--- src/hdl/ptd_pkg.sv ---
`default_nettype none
package ptd_pkg;

    localparam int INDEX_BITS_DEF  = 24;
    localparam int SAMPLE_BITS_DEF = 16;
    localparam int THRESHOLD_BITS  = 16;

    localparam logic [THRESHOLD_BITS-1:0] THRESHOLD_RESET = 16'd100;

    localparam logic KIND_PEAK   = 1'b0;
    localparam logic KIND_TROUGH = 1'b1;

    typedef enum logic [2:0] {
        MODE_UNDECIDED = 3'b001,
        MODE_PEAK      = 3'b010,
        MODE_TROUGH    = 3'b100
    } mode_t;

    typedef struct packed {
        mode_t mode;
        logic  ev_valid;
        logic  ev_kind;
    } ptd_ctrl_t;

endpackage
`default_nettype wire

--- src/hdl/ptd_core.sv ---
`default_nettype none
module ptd_core #(
    parameter int INDEX_BITS  = ptd_pkg::INDEX_BITS_DEF,
    parameter int SAMPLE_BITS = ptd_pkg::SAMPLE_BITS_DEF
) (
    input  wire ptd_pkg::mode_t                    cur_mode,
    input  wire logic signed [SAMPLE_BITS-1:0]     cur_max_value,
    input  wire logic [INDEX_BITS-1:0]             cur_max_index,
    input  wire logic signed [SAMPLE_BITS-1:0]     cur_min_value,
    input  wire logic [INDEX_BITS-1:0]             cur_min_index,
    input  wire logic [INDEX_BITS-1:0]             cur_sample_index,
    input  wire logic [INDEX_BITS-1:0]             cur_peak_count,
    input  wire logic [INDEX_BITS-1:0]             cur_trough_count,
    input  wire logic signed [SAMPLE_BITS-1:0]     sample,
    input  wire logic                              last_sample,
    input  wire logic [ptd_pkg::THRESHOLD_BITS-1:0] threshold,
    output ptd_pkg::ptd_ctrl_t                     ctrl,
    output logic signed [SAMPLE_BITS-1:0]          nxt_max_value,
    output logic [INDEX_BITS-1:0]                  nxt_max_index,
    output logic signed [SAMPLE_BITS-1:0]          nxt_min_value,
    output logic [INDEX_BITS-1:0]                  nxt_min_index,
    output logic [INDEX_BITS-1:0]                  nxt_sample_index,
    output logic [INDEX_BITS-1:0]                  nxt_peak_count,
    output logic [INDEX_BITS-1:0]                  nxt_trough_count,
    output logic [INDEX_BITS-1:0]                  ev_index,
    output logic [INDEX_BITS-1:0]                  ev_count
);
    import ptd_pkg::*;

    localparam int CMP_BITS = ((SAMPLE_BITS > THRESHOLD_BITS) ? SAMPLE_BITS
                                                              : THRESHOLD_BITS) + 2;

    logic                          first;
    logic signed [SAMPLE_BITS-1:0] mx;
    logic signed [SAMPLE_BITS-1:0] mn;
    logic [INDEX_BITS-1:0]         mxi;
    logic [INDEX_BITS-1:0]         mni;
    logic signed [CMP_BITS-1:0]    x_w;
    logic signed [CMP_BITS-1:0]    e_w;
    logic signed [CMP_BITS-1:0]    x_plus_e;
    logic signed [CMP_BITS-1:0]    mn_plus_e;
    logic                          drop;
    logic                          rise;
    logic                          max_le_x;
    logic                          x_le_min;

    function automatic logic [INDEX_BITS-1:0] sat_inc(input logic [INDEX_BITS-1:0] v);
        return (&v) ? v : v + INDEX_BITS'(1);
    endfunction

    // Load the extremes from the first sample of a record before comparing
    assign first = (cur_sample_index == '0);
    assign mx    = first ? sample : cur_max_value;
    assign mn    = first ? sample : cur_min_value;
    assign mxi   = first ? '0 : cur_max_index;
    assign mni   = first ? '0 : cur_min_index;

    assign x_w       = CMP_BITS'(sample);
    assign e_w       = $signed({{(CMP_BITS-THRESHOLD_BITS){1'b0}}, threshold});
    assign x_plus_e  = x_w + e_w;
    assign mn_plus_e = CMP_BITS'(mn) + e_w;
    assign drop      = (CMP_BITS'(mx) >= x_plus_e);
    assign rise      = (x_w >= mn_plus_e);
    assign max_le_x  = (mx <= sample);
    assign x_le_min  = (sample <= mn);

    always_comb begin
        ctrl.mode        = cur_mode;
        ctrl.ev_valid    = 1'b0;
        ctrl.ev_kind     = KIND_PEAK;
        nxt_max_value    = mx;
        nxt_max_index    = mxi;
        nxt_min_value    = mn;
        nxt_min_index    = mni;
        nxt_peak_count   = cur_peak_count;
        nxt_trough_count = cur_trough_count;
        ev_index         = mxi;
        ev_count         = cur_peak_count;

        case (cur_mode)
            MODE_PEAK: begin
                if (max_le_x) begin
                    nxt_max_value = sample;
                    nxt_max_index = cur_sample_index;
                end else if (drop) begin
                    nxt_peak_count = sat_inc(cur_peak_count);
                    ctrl.ev_valid  = 1'b1;
                    ctrl.ev_kind   = KIND_PEAK;
                    ev_index       = mxi;
                    ev_count       = nxt_peak_count;
                    nxt_min_value  = sample;
                    nxt_min_index  = cur_sample_index;
                    ctrl.mode      = MODE_TROUGH;
                end
            end
            MODE_TROUGH: begin
                if (x_le_min) begin
                    nxt_min_value = sample;
                    nxt_min_index = cur_sample_index;
                end else if (rise) begin
                    nxt_trough_count = sat_inc(cur_trough_count);
                    ctrl.ev_valid    = 1'b1;
                    ctrl.ev_kind     = KIND_TROUGH;
                    ev_index         = mni;
                    ev_count         = nxt_trough_count;
                    nxt_max_value    = sample;
                    nxt_max_index    = cur_sample_index;
                    ctrl.mode        = MODE_PEAK;
                end
            end
            default: begin
                // Undecided: pick a direction first, then widen the range
                if (drop) begin
                    ctrl.mode = MODE_TROUGH;
                end else if (rise) begin
                    ctrl.mode = MODE_PEAK;
                end
                if (max_le_x) begin
                    nxt_max_value = sample;
                    nxt_max_index = cur_sample_index;
                end else if (x_le_min) begin
                    nxt_min_value = sample;
                    nxt_min_index = cur_sample_index;
                end
            end
        endcase

        nxt_sample_index = sat_inc(cur_sample_index);

        // Drop the record state after its final sample
        if (last_sample) begin
            ctrl.mode        = MODE_UNDECIDED;
            nxt_max_value    = '0;
            nxt_max_index    = '0;
            nxt_min_value    = '0;
            nxt_min_index    = '0;
            nxt_sample_index = '0;
            nxt_peak_count   = '0;
            nxt_trough_count = '0;
        end
    end

endmodule
`default_nettype wire

--- src/hdl/peak_trough_hysteresis_detector.sv ---
`default_nettype none
// Peak and trough detector with hysteresis. Each input beat carries one signed
// sample and a last_sample flag; the block keeps the running maximum and minimum
// of the record and reports a peak once a sample falls at least threshold below
// the maximum, or a trough once one rises at least threshold above the minimum.
// A result beat carries the kind, the index of the confirmed extreme and the
// saturating count of events of that kind. One sample is taken every cycle while
// the m_ side keeps up, and its result, if any, appears on the m_ side in the
// cycle after acceptance: the whole update is a single pass of compares and adds
// from the state registers. A result that waits in the output register holds off
// the s_ side; the register takes the next sample in the same cycle that its
// result is taken, so samples and results can flow back to back.
// The threshold register is written through cfg_we/cfg_wdata; the user must write
// it only while idle, as the block itself does not enforce this. It resets to 100. A
// last_sample beat is processed normally and then the record state restarts.
module peak_trough_hysteresis_detector #(
    parameter int INDEX_BITS  = ptd_pkg::INDEX_BITS_DEF,
    parameter int SAMPLE_BITS = ptd_pkg::SAMPLE_BITS_DEF
) (
    input  wire logic                               aclk,
    input  wire logic                               aresetn,
    input  wire logic                               cfg_we,
    input  wire logic [ptd_pkg::THRESHOLD_BITS-1:0] cfg_wdata,
    input  wire logic                               s_valid,
    output logic                                    s_ready,
    input  wire logic signed [SAMPLE_BITS-1:0]      s_sample,
    input  wire logic                               s_last_sample,
    output logic                                    m_valid,
    input  wire logic                               m_ready,
    output logic                                    m_event_kind,
    output logic [INDEX_BITS-1:0]                   m_event_index,
    output logic [INDEX_BITS-1:0]                   m_event_count
);
    import ptd_pkg::*;

    // Threshold register
    logic [THRESHOLD_BITS-1:0]     threshold_reg;

    // Record state
    mode_t                         mode_reg;
    logic signed [SAMPLE_BITS-1:0] max_value_reg;
    logic [INDEX_BITS-1:0]         max_index_reg;
    logic signed [SAMPLE_BITS-1:0] min_value_reg;
    logic [INDEX_BITS-1:0]         min_index_reg;
    logic [INDEX_BITS-1:0]         sample_index_reg;
    logic [INDEX_BITS-1:0]         peak_count_reg;
    logic [INDEX_BITS-1:0]         trough_count_reg;

    // Next values from the update logic
    ptd_ctrl_t                     ctrl_next;
    logic signed [SAMPLE_BITS-1:0] max_value_next;
    logic [INDEX_BITS-1:0]         max_index_next;
    logic signed [SAMPLE_BITS-1:0] min_value_next;
    logic [INDEX_BITS-1:0]         min_index_next;
    logic [INDEX_BITS-1:0]         sample_index_next;
    logic [INDEX_BITS-1:0]         peak_count_next;
    logic [INDEX_BITS-1:0]         trough_count_next;
    logic [INDEX_BITS-1:0]         ev_index_next;
    logic [INDEX_BITS-1:0]         ev_count_next;

    // Result register
    logic                          m_valid_reg;
    logic                          m_event_kind_reg;
    logic [INDEX_BITS-1:0]         m_event_index_reg;
    logic [INDEX_BITS-1:0]         m_event_count_reg;

    logic                          s_accept;

    // Take a new beat whenever the result register is empty or being drained
    assign s_ready  = !m_valid_reg || m_ready;
    assign s_accept = s_valid && s_ready;

    always_ff @(posedge aclk) begin
        if (!aresetn) begin
            threshold_reg <= THRESHOLD_RESET;
        end else if (cfg_we) begin
            threshold_reg <= cfg_wdata;
        end
    end

    ptd_core #(
        .INDEX_BITS  (INDEX_BITS),
        .SAMPLE_BITS (SAMPLE_BITS)
    ) u_core (
        .cur_mode         (mode_reg),
        .cur_max_value    (max_value_reg),
        .cur_max_index    (max_index_reg),
        .cur_min_value    (min_value_reg),
        .cur_min_index    (min_index_reg),
        .cur_sample_index (sample_index_reg),
        .cur_peak_count   (peak_count_reg),
        .cur_trough_count (trough_count_reg),
        .sample           (s_sample),
        .last_sample      (s_last_sample),
        .threshold        (threshold_reg),
        .ctrl             (ctrl_next),
        .nxt_max_value    (max_value_next),
        .nxt_max_index    (max_index_next),
        .nxt_min_value    (min_value_next),
        .nxt_min_index    (min_index_next),
        .nxt_sample_index (sample_index_next),
        .nxt_peak_count   (peak_count_next),
        .nxt_trough_count (trough_count_next),
        .ev_index         (ev_index_next),
        .ev_count         (ev_count_next)
    );

    // Advance the record state on every accepted beat
    always_ff @(posedge aclk) begin
        if (!aresetn) begin
            mode_reg         <= MODE_UNDECIDED;
            max_value_reg    <= '0;
            max_index_reg    <= '0;
            min_value_reg    <= '0;
            min_index_reg    <= '0;
            sample_index_reg <= '0;
            peak_count_reg   <= '0;
            trough_count_reg <= '0;
        end else if (s_accept) begin
            mode_reg         <= ctrl_next.mode;
            max_value_reg    <= max_value_next;
            max_index_reg    <= max_index_next;
            min_value_reg    <= min_value_next;
            min_index_reg    <= min_index_next;
            sample_index_reg <= sample_index_next;
            peak_count_reg   <= peak_count_next;
            trough_count_reg <= trough_count_next;
        end
    end

    // Result valid: set by an accepted beat that confirms an event, drop once taken
    always_ff @(posedge aclk) begin
        if (!aresetn) begin
            m_valid_reg <= 1'b0;
        end else if (s_accept) begin
            m_valid_reg <= ctrl_next.ev_valid;
        end else if (m_ready) begin
            m_valid_reg <= 1'b0;
        end
    end

    // Result payload: load only with a new event, hold otherwise
    always_ff @(posedge aclk) begin
        if (s_accept && ctrl_next.ev_valid) begin
            m_event_kind_reg  <= ctrl_next.ev_kind;
            m_event_index_reg <= ev_index_next;
            m_event_count_reg <= ev_count_next;
        end
    end

    assign m_valid       = m_valid_reg;
    assign m_event_kind  = m_event_kind_reg;
    assign m_event_index = m_event_index_reg;
    assign m_event_count = m_event_count_reg;

endmodule
`default_nettype wire
--- config.mk ---
export PLATFORM = sky130hd
export DESIGN_NAME = peak_trough_hysteresis_detector
export DESIGN_NICKNAME = d
export VERILOG_FILES = /design/src/hdl/ptd_pkg.sv /design/src/hdl/ptd_core.sv /design/src/hdl/peak_trough_hysteresis_detector.sv
export SDC_FILE = /design/constraint.sdc
export NUM_CORES = 1
export LEC_CHECK = 0
export BUFFER_PORTS_ARGS = -buffer_cell sky130_fd_sc_hd__buf_2
export CAP_MARGIN = 20
export CORE_MARGIN = 4
export CORE_UTILIZATION = 56
export CTS_CLUSTER_SIZE = 28
export DETAILED_ROUTE_END_ITERATION = 6
export HOLD_SLACK_MARGIN = 0.05
export PLACE_DENSITY = 0.78
export SLEW_MARGIN = 20
export SYNTH_ARGS = -nofsm -noshare
export SYNTH_HDL_FRONTEND = slang
export SYNTH_SLANG_ARGS = --single-unit
--- constraint.sdc ---
create_clock -name aclk -period 7.1 [get_ports aclk]
set_input_delay 1.42 -clock aclk [delete_from_list [all_inputs] [get_ports aclk]]
set_output_delay 1.42 -clock aclk [all_outputs]
set_load 0.1 [all_outputs]
==> results of run 1 <==
## cells in the final DEF (no fill, tap or decap), drive strengths merged, types with 7 or more instances in the layout
cell / synthesis / routed
a21oi: 101 / 101
a31oi: 17 / 17
and2: 13 / 13
ha: 107 / 107
a22o: 53 / 53
or4: 7 / 7
nand2: 182 / 182
o21ai: 65 / 65
and3: 18 / 18
nor3b: 9 / 9
a221o: 7 / 7
nor4: 10 / 10
o41ai: 9 / 9
buf: 15 / 129
inv: 61 / 63
nand4: 28 / 28
nand3: 50 / 50
o21a: 13 / 13
nor3: 26 / 26
mux2i: 25 / 25
dfxtp: 172 / 172
and4: 17 / 17
edfxtp: 49 / 49
a21o: 36 / 36
nor2b: 19 / 19
a211oi: 7 / 7
xor2: 40 / 40
nand2b: 8 / 8
or3: 15 / 15
a32o: 21 / 21
o211ai: 14 / 14
xnor2: 35 / 35
o221ai: 16 / 16
clkbuf: 65 / 34
nor2: 90 / 90
o31ai: 7 / 7
## final cells by class
class                      instances  area (µm²)  area share
timing repair buffer             129         793      0.0529
inverter                          61         229      0.0153
tap                              319         399      0.0266
clock inverter                    10         130     0.00867
clock buffer                      34         689      0.0459
sequential                       221        4910       0.328
multi-input combinational       1137        7850       0.523
## cells by family after synthesis
group	Yosys count	share of synthesized area
xor gates and xnor gates	75	0.0495
and+or+nand+nor	500	0.184
muxes	26	0.0197
buffers and inverters	141	0.0420
DFF	221	0.371
AOI/OAI and AO/OA	426	0.230
adders and majority gates	109	0.104
## routing by layer
metal,global-route usage,up-vias,share of wire
met1,0.377,5728,0.43
met5,0,-,0
met4,0.0873,0,0.030
met3,0.0581,83,0.096
li1,-,5749,-
met2,0.430,565,0.45
## timing repair
item | in CTS | in global routing
setup endpoints to repair | 0 | 136
buffers inserted | 0 | 5
gates resized for setup | 0 | 7
endpoints found under the hold margin | 0 | 0
## through the flow
| stage | setup WS (ns) | util | cell area, µm² | hold slack [ns] | std cells |
|---|---|---|---|---|---|
| after floorplan | 0.0876 | - | 13300 | 0.432 | 1498 |
| after global placement | 0.268 | 0.603 | 14100 | 0.442 | 1861 |
| after detailed placement | 0.0748 | 0.603 | 14100 | 0.452 | 1861 |
| after CTS | 0.130 | 0.638 | 14900 | 0.467 | 1905 |
| after global routing | 0.0588 | 0.641 | 15000 | 0.483 | 1911 |
| final | 0.555 | 0.641 | 15000 | 0.465 | 1911 |
## where the power goes
group,internal [mW],switching (mW),leakage [nW]
Sequential,1.30,0.0163,1.88
Clock,0.786,0.522,0.403
Combinational,0.227,0.377,3.83
Total,2.31,0.914,6.11
## path summary, 6_finish.rpt
path                                     startpoint  slack (ns)                end  cells after the start
worst min register to register     max_value_reg[3]        0.47   max_value_reg[3]                      1
worst max register to register  sample_index_reg[1]        0.56  m_event_count[10]                     30
worst min-delay path               max_value_reg[3]        0.47   max_value_reg[3]                      1
worst max-delay path            sample_index_reg[1]        0.56  m_event_count[10]                     30
==> impl_results.md, run 1 <==
- Detailed Routing Iterations Pass 1: 7
- Startpoint class of the critical path: flop
- Slowest stage delay, CP: 0.43 ns
- Status: finished, final reports clean
- Total GRT Usage: 0.273
- Overall routed net length: 37.3 mm
- Root buf cell: clkbuf_16
- IO Count: 89
- Gpl congestion: 0.914
- Mapped cell area: 13,300 µm²
- Total Neg Setup Slack: 0 ns
- Peak supply drop: 0.319 mV
- Via-per-instance ratio: 6.34
- Die W: 162 µm
- Critical Path Sink Type: flop
- HPWL after detailed placement: 26.1 mm
- Synth Instances: 1,498
- Fin. Hold Viols: 0
- DRT iter0 DRCs: 933
- Max-slew headroom: 0.309
- Core Area: 23,400 µm²
- Row count: 56
- Final Critical Period: 6.54 ns
- Post-synth top area share: 0.260
- WL per Instance: 19.5 µm
- Ys flop type: dfxtp_1
- CTS Hold Bufs: 0
- GRT overflow: 0
- Most frequent CP cell: ha_1
- Maximum buffer depth of the clock tree: 3
- Class of the worst hold path: reg2reg
- Netlist cell types: 76
- Final Net Count: 1,721
- # port buffers: 88
- Clock transition at the registers of the reported paths: 0.06 ns
- Crit path DAT: 6.85 ns
- Crit-path leading delay family: compound AO/OA/AOI/OAI gates
- Syn Area/Cell: 8.85 µm²
- Design Power: 3.23 mW
- Leakage: 6.11 nW
- RSZ-0062 raised after global routing: false
- WP buf/inv: 6
- CTS Buf Count: 24
- Worst skew pair latency: 0.53 ns
- Inserted Diodes: 0
- Initial Util: 0.567
- Leading cell type by number of instances after synthesis: nand2_1
- Number of max-cap violations: 0
- FFs w/ async S/R, synth: 0
- H-tree depth: 1
- Max Clock Freq: 153 MHz
- FILL cells: 1,957
- Area contributors post-synth: dfxtp_1, edfxtp_1, ha_1, nand2_1, a21oi_1
- Layout cells sized above 1: 0.122
- CP required: 7.40 ns
- Yosys top cell by area: dfxtp_1
- DR DRC count: 0
- Die height: 162 µm
- Skew final: 0.0174 ns
- Global-route wire length before repair: 59.1 mm
- Die ar.: 26,200 µm²
- Syn nets: 1,645
- Seq/Total Area, Yosys: 0.371
- Initial antenna violation count: 0
- TritonCTS clock tree: yes
- Commonest cells in the netlist: nand2_1, dfxtp_1, ha_1, a21oi_1, nor2_1
- Antenna Nets Post-Route: 0
- Pins Over Slew Limit: 0
- Synthesized flop and latch total: 221
- Post-synth EDFFs: 49
- Largest net degree at the start of global routing: 39
- Vias in the first global route: 11,300
- Maximum fanout along the worst path: 32
- Post-route clock period utilization: 0.922
- Crit-path slowest cell: dfxtp_1
- Final setup violation count: 0
- Slew @ Worst Pin: 1.01 ns
- Area Overhead vs Synth: 13.1%
- Crit path kind: reg2reg
- Power density over cell area: 215 nW/µm²
- Synth Warn #: 0
- Via count: 12,100
- CTS sink cnt: 221
(Power assumes the default switching activity.)
==> run 2, diff against run 1 <==
--- a/config.mk
+++ b/config.mk
@@ -5,7 +5,7 @@
 export SDC_FILE = /design/constraint.sdc
 export NUM_CORES = 1
 export LEC_CHECK = 0
-export BUFFER_PORTS_ARGS = -buffer_cell sky130_fd_sc_hd__buf_2
+export BUFFER_PORTS_ARGS = -buffer_cell sky130_fd_sc_hd__buf_4
 export CAP_MARGIN = 20
 export CORE_MARGIN = 4
 export CORE_UTILIZATION = 56
@@ -13,6 +13,7 @@
 export DETAILED_ROUTE_END_ITERATION = 6
 export HOLD_SLACK_MARGIN = 0.05
 export PLACE_DENSITY = 0.78
+export RECOVER_POWER = 100
 export SLEW_MARGIN = 20
 export SYNTH_ARGS = -nofsm -noshare
 export SYNTH_HDL_FRONTEND = slang
==> impl_results.md, run 2 (synthesis results as in run 1) <==
- Slowest stage delay, CP: 1.02 ns (+0.59 ns)
- Total GRT Usage: 0.269 (-0.00353)
- TritonCTS clock tree: yes
- Overall routed net length: 36.2 mm (-2.8%)
- Clock Power Share: 0.425 (+0.020)
- Final Critical Period: 6.70 ns (+0.151 ns)
- Worst skew pair latency: 0.52 ns (about the same)
- Final setup violation count: 0 (unchanged)
- Setup WS post-layout: 0.404 ns (-0.151 ns)
- Failing checks: max-capacitance violations, max-slew violations
- Crit-path leading delay family: compound AO/OA/AOI/OAI gates
- Placed cell area: 14,300 µm² (+1.2%)
- Number of max-cap violations: 2 (+2)
- Most frequent cells in the layout: nand2_1, dfxtp_1, ha_1, a21oi_1, nor2_1
- Row count: 56 (unchanged)
- Commonest non-fill, non-tap cell in the layout: nand2_1
- Power density over cell area: 222 nW/µm² (+3.1%)
- Setup slack, reg-to-reg: 0.50 ns (-0.06 ns)
- Worst R2R Start: sample_index_reg[12]
- Hold_sp: min_value_reg[12]
- Leakage: 5.89 nW (-3.6%)
- Via-per-instance ratio: 6.29 (-0.81%)
- Core Area: 23,400 µm² (unchanged)
- Fin. Hold Viols: 0 (unchanged)
- Slew @ Worst Pin: 1.89 ns (+0.881 ns)
- DR DRC count: 0 (unchanged)
- Total Neg Setup Slack: 0 ns (unchanged)
- CTS Buf Count: 24 (unchanged)
- H-tree depth: 1 (unchanged)
- DRT iter0 DRCs: 1,168 (+25%)
- Depth of the worst register-to-register path: 25 (-17%)
- Startpoint class of the critical path: input port
- Die W: 162 µm (unchanged)
- Area Overhead vs Synth: 12.5%
- Detailed Routing Iterations Pass 1: 6 (-1)
- Hold WS: 0.468 ns (+0.00292 ns)
- Clock transition at the registers of the reported paths: 0.06 ns (about the same)
- Sequential share of power: 0.398 (-0.010)
- Max-slew headroom: -0.260 (-0.568)
- Largest net degree at the start of global routing: 50 (+28%)
- RR Endpoint: max_index_reg[4]
- CP required: 7.34 ns (-0.06 ns)
- Die ar.: 26,200 µm² (unchanged)
- Status: finished, violations left
- Vias in the first global route: 11,200 (-0.87%)
- Max Clock Freq: 149 MHz (-2.3%)
- Post-route cell area: 14,900 µm² (-0.52%)
- Gpl congestion: 0.932 (+2.0%)
- Crit-path slowest cell: a2bb2oi_1
- Initial antenna violation count: 0 (unchanged)
- RSZ-0062 raised after global routing: false
- Sw Ratio: 0.274 (-0.00929)
- Global-route wire length before repair: 58.5 mm (-1.1%)
- Initial Util: 0.567 (unchanged)
- Internal power: 2.40 mW (+3.9%)
- Ordered cell list for the critical path: clkbuf_1 > ha_1 > a21oi_1 > nor2b_1 > o31a_1 > o21ai_0 > clkbuf_1 > nor2_1 > or3_1 > a21oi_1 > xor2_1 > ha_1 > and2_0 > and3_1 > o311ai_0 > a2bb2oi_1 > clkbuf_1 > a21oi_1 > nor3b_1 > o22ai_1
- Inserted Diodes: 0 (unchanged)
- Final Net Count: 1,711 (-0.58%)
- Crit path DAT: 6.94 ns (+0.09 ns)
- Root buf cell: clkbuf_16
- WP buf/inv: 3 (-3)
- Maximum fanout along the worst path: 15 (-53%)
- Maximum buffer depth of the clock tree: 3 (unchanged)
- Antenna Nets Post-Route: 0 (unchanged)
- Skew final: 0.0137 ns (-0.00364 ns)
- CTS sink cnt: 221 (unchanged)
- # port buffers: 88 (unchanged)
- Net load switching power: 0.907 mW (-0.83%)
- Die height: 162 µm (unchanged)
- Via count: 12,000 (-1.3%)
- Combinational power share: 0.177 (-0.010)
- Design Power: 3.31 mW (+2.5%)
- GRT overflow: 0 (unchanged)
- Critical Path Sink Type: flop
- Layout cells sized above 1: 0.0759 (-0.0466)
- Worst Hold Depth: 2 (+1)
- HPWL after detailed placement: 25.6 mm (-2.0%)
- WL per Instance: 19.1 µm (-2.3%)
- Class of the worst hold path: reg2reg
- Peak supply drop: 0.184 mV (-42%)
- Crit path kind: in2reg
- Post-route clock period utilization: 0.943 (+0.0213)
- Pins Over Slew Limit: 70 (+70)
- Setup WS pre-CTS: 0.224 ns (+0.150 ns)
- IO Count: 89 (unchanged)
- Hold Path Sink: min_value_reg[12]
-- run 2: cell count changes in the layout (fill, tap and decap cells not counted), moves of 3 or more --
cell,delta
bufinv_16,+3
clkbuf_2,+4
clkinvlp_4,+3
buf_4,+17
buf_2,-88
and2_1,-3
and2_0,+3
clkbuf_1,+55
-- run 2: power groups by stage --
stage                     logic, mW  registers (mW)  clock network, mW
final                         0.585            1.32               1.41
after global routing          0.647            1.32               1.47
after detailed placement      0.587            1.34                  0
after global placement        0.569            1.34                  0
after floorplan               0.401            1.35                  0
after CTS                     0.591            1.32               1.42
-- run 2: how the worst max path moves through the flow --
| stage | from | to | depth (start not counted) |
|---|---|---|---|
| after floorplan | sample_index_reg[0] | m_event_count[0] | 28 |
| after global placement | s_sample[6] | m_event_count[20] | 24 |
| after detailed placement | s_sample[6] | trough_count_reg[15] | 25 |
| after CTS | sample_index_reg[12] | trough_count_reg[15] | 26 |
| after global routing | sample_index_reg[0] | m_event_index[13] | 28 |
| final | s_sample[1] | m_event_count[0] | 20 |
-- run 2: area by class of cell --
type / count / area (µm²)
Clock buffer: 28 / 657
Clock inverter: 16 / 246
Fill cell: 2003 / 8470
Inverter: 61 / 229
Multi-Input combinational cell: 1136 / 7790
Sequential cell: 221 / 4910
Tap cell: 319 / 399
Timing Repair Buffer: 120 / 691
-- run 2: repair_timing --
action / in CTS / in global routing
hold buffers: 0 / 0
setup endpoints to repair: 0 / 86
buffers inserted: 0 / 1
gates resized for setup: 0 / 3
-- run 2: tightest hold or removal path, delay by kind of cell (launching register included) --
| family | cells | cell delay, ns |
|---|---|---|
| simple gates | 1 | 0.05 |
| flops | 1 | 0.33 |
| compound gates | 1 | 0.06 |
-- run 2: metal layers --
layer | up-vias | GRT usage | share of wire
met1 | 5625 | 0.370 | 0.43
met5 | - | 0 | 0
met2 | 541 | 0.443 | 0.45
li1 | 5713 | - | -
met4 | 0 | 0.0665 | 0.027
met3 | 85 | 0.0492 | 0.094
-- run 2: per-stage QoR --
step | utilization | std cells
3_3_place_gp | 0.610 | 1856
2_1_floorplan | - | 1498
4_1_cts | 0.649 | 1900
3_5_place_dp | 0.610 | 1856
5_1_grt | 0.638 | 1901
6_report | 0.638 | 1901
==> run 3, diff against run 2 <==
--- a/config.mk
+++ b/config.mk
@@ -7,7 +7,7 @@
 export LEC_CHECK = 0
 export BUFFER_PORTS_ARGS = -buffer_cell sky130_fd_sc_hd__buf_4
 export CAP_MARGIN = 20
-export CORE_MARGIN = 4
+export CORE_MARGIN = 2
 export CORE_UTILIZATION = 56
 export CTS_CLUSTER_SIZE = 28
 export DETAILED_ROUTE_END_ITERATION = 6
==> impl_results.md, run 3 (synthesis results as in run 1) <==
- Status: finished, violations left
- Failing checks: max-capacitance violations, max-slew violations
- # port buffers: 88 (unchanged)
- Crit path kind: in2reg
- Vias in the first global route: 11,400 (+1.4%)
- Hold WS: 0.465 ns (-0.00315 ns)
- Final Net Count: 1,707 (-0.23%)
- Placed Instances: 1,853 (-0.16%)
- Root buf cell: clkbuf_16
- DRT iter0 DRCs: 967 (-17%)
- Core Area: 23,300 µm² (-0.30%)
- Final setup violation count: 0 (unchanged)
- Via-per-instance ratio: 6.31 (+0.27%)
- WL per Instance: 19.4 µm (+1.5%)
- Area Overhead vs Synth: 11.8%
- GRT overflow: 0 (unchanged)
- Post-route clock period utilization: 0.944 (about the same)
- Slowest stage delay, CP: 1.14 ns (+0.12 ns)
- Antenna Nets Post-Route: 0 (unchanged)
- Detailed Routing Iterations Pass 1: 7 (+1)
- WP buf/inv: 3 (unchanged)
- Final Critical Period: 6.70 ns (+0.00626 ns)
- Worst skew pair latency: 0.53 ns (about the same)
- Gpl congestion: 0.945 (+1.3%)
- Inserted Diodes: 0 (unchanged)
- Peak supply drop: 0.150 mV (-18%)
- TritonCTS clock tree: yes
- HPWL after detailed placement: 25.4 mm (-0.59%)
- Setup slack, reg-to-reg: 0.43 ns (-0.07 ns)
- Startpoint class of the critical path: input port
- Clock transition at the registers of the reported paths: 0.06 ns (about the same)
- Max Clock Freq: 149 MHz (about the same)
- Crit-path slowest cell: clkbuf_1
- Number of max-cap violations: 3 (+1)
- Power density over cell area: 213 nW/µm² (-4.0%)
- Die W: 158 µm (-2.5%)
- H-tree depth: 1 (unchanged)
- Most frequent cells in the layout: nand2_1, dfxtp_1, ha_1, a21oi_1, nor2_1
- Fin. Hold Viols: 0 (unchanged)
- Crit-path leading delay family: compound AO/OA/AOI/OAI gates
- Maximum buffer depth of the clock tree: 3 (unchanged)
- Initial antenna violation count: 1 (+1)
- Die height: 158 µm (-2.5%)
- Leakage: 5.86 nW (-0.52%)
- Largest net degree at the start of global routing: 50 (unchanged)
- Maximum fanout along the worst path: 34 (+19)
- CTS sink cnt: 221 (unchanged)
- RSZ-0062 raised after global routing: false
- Critical Path Sink Type: flop
- Skew final: 0.0115 ns (-0.00222 ns)
- Initial Util: 0.568 (+0.00170)
- Slew @ Worst Pin: 1.98 ns (+0.0949 ns)
- Global-route wire length before repair: 58.7 mm (+0.47%)
- Total Neg Setup Slack: 0 ns (unchanged)
- Ordered cell list for the critical path: buf_4 > ha_1 > fa_1 > a21o_1 > a21oi_1 > nor2b_1 > o21ai_0 > clkbuf_1 > o211ai_1 > a31oi_1 > o21bai_1 > xnor2_1 > ha_1 > and4_1 > nand2_1 > a32o_1 > a2bb2oi_1 > clkbuf_1 > nand2_1 > a211oi_1 > o22ai_1
- DR DRC count: 0 (unchanged)
- Crit path DAT: 6.96 ns (+0.02 ns)
- Via count: 12,000 (+0.059%)
- Max-slew headroom: -0.323 (-0.0633)
- Commonest non-fill, non-tap cell in the layout: nand2_1
- Overall routed net length: 36.7 mm (+1.3%)
- Final Non-Filler Cells: 1,897 (-0.21%)
- Total GRT Usage: 0.294 (+0.0249)
- CTS Buf Count: 24 (unchanged)
- Die ar.: 24,900 µm² (-4.9%)
- Layout cells sized above 1: 0.0767 (+0.000826)
- Row count: 56 (unchanged)
- Pins Over Slew Limit: 105 (+50%)
- IO Count: 89 (unchanged)
- CP required: 7.36 ns (+0.02 ns)
- Class of the worst hold path: reg2reg
-- run 3: cell types whose count changed in the layout (fill, tap and decap cells not counted), moves of 2 or more --
cell / change
clkbuf_2: -2
clkinv_2: +6
clkbuf_8: +3
bufinv_16: -5
buf_4: -2
clkinv_1: -2
clkinvlp_4: -3
-- run 3: cell type report --
type / instances / area (µm²)
clock inverters: 11 / 87.6
repair buffers: 116 / 686
clock buffers: 33 / 706
fillers: 2014 / 8510
multi-input cells: 1136 / 7800
well taps: 319 / 399
flip-flops and latches: 221 / 4910
inverters: 61 / 229
-- run 3: worst paths after layout --
path	startpoint	cells past startpoint	end
setup / recovery	s_sample[0]	21	m_event_count[16]
hold / removal	min_value_reg[15]	2	min_value_reg[15]
setup reg to reg	sample_index_reg[0]	27	m_event_count[11]
hold reg to reg	min_value_reg[15]	2	min_value_reg[15]
-- run 3: worst min-delay path: stages (launching register included) --
cell      delay (ns)
dfxtp_1         0.32
nand2_1         0.05
o221ai_1        0.06
-- run 3: per-stage QoR --
step	area (µm²)	util	worst slack [ns]	power, mW
6_report	14800	0.635	0.397	3.16
3_5_place_dp	14300	0.612	0.265	1.93
2_1_floorplan	13300	-	0.0876	1.75
5_1_grt	14800	0.635	0.0131	3.29
4_1_cts	15100	0.646	0.246	3.17
3_3_place_gp	14300	0.612	0.417	1.91
-- run 3: timing repair --
item / CTS / global route
setup endpoints to repair: 0 / 159
setup buffers: 0 / 0
resized for setup: 0 / 5
hold buffers: 0 / 0
-- run 3: routing by layer --
layer / vias to the layer above / wire (µm) / share of wire / GRT usage
met2: 557 / 16600 / 0.45 / 0.475
li1: 5700 / - / - / -
met3: 94 / 3280 / 0.089 / 0.0583
met1: 5620 / 15700 / 0.43 / 0.390
met5: - / 0 / 0 / 0
met4: 0 / 1150 / 0.031 / 0.111
-- run 3: report_power, final --
part	total (mW)	internal [mW]	switching [mW]	leakage, nW
Clock	1.25	0.731	0.517	0.401
Combinational	0.590	0.220	0.369	3.58
Sequential	1.32	1.30	0.0173	1.88
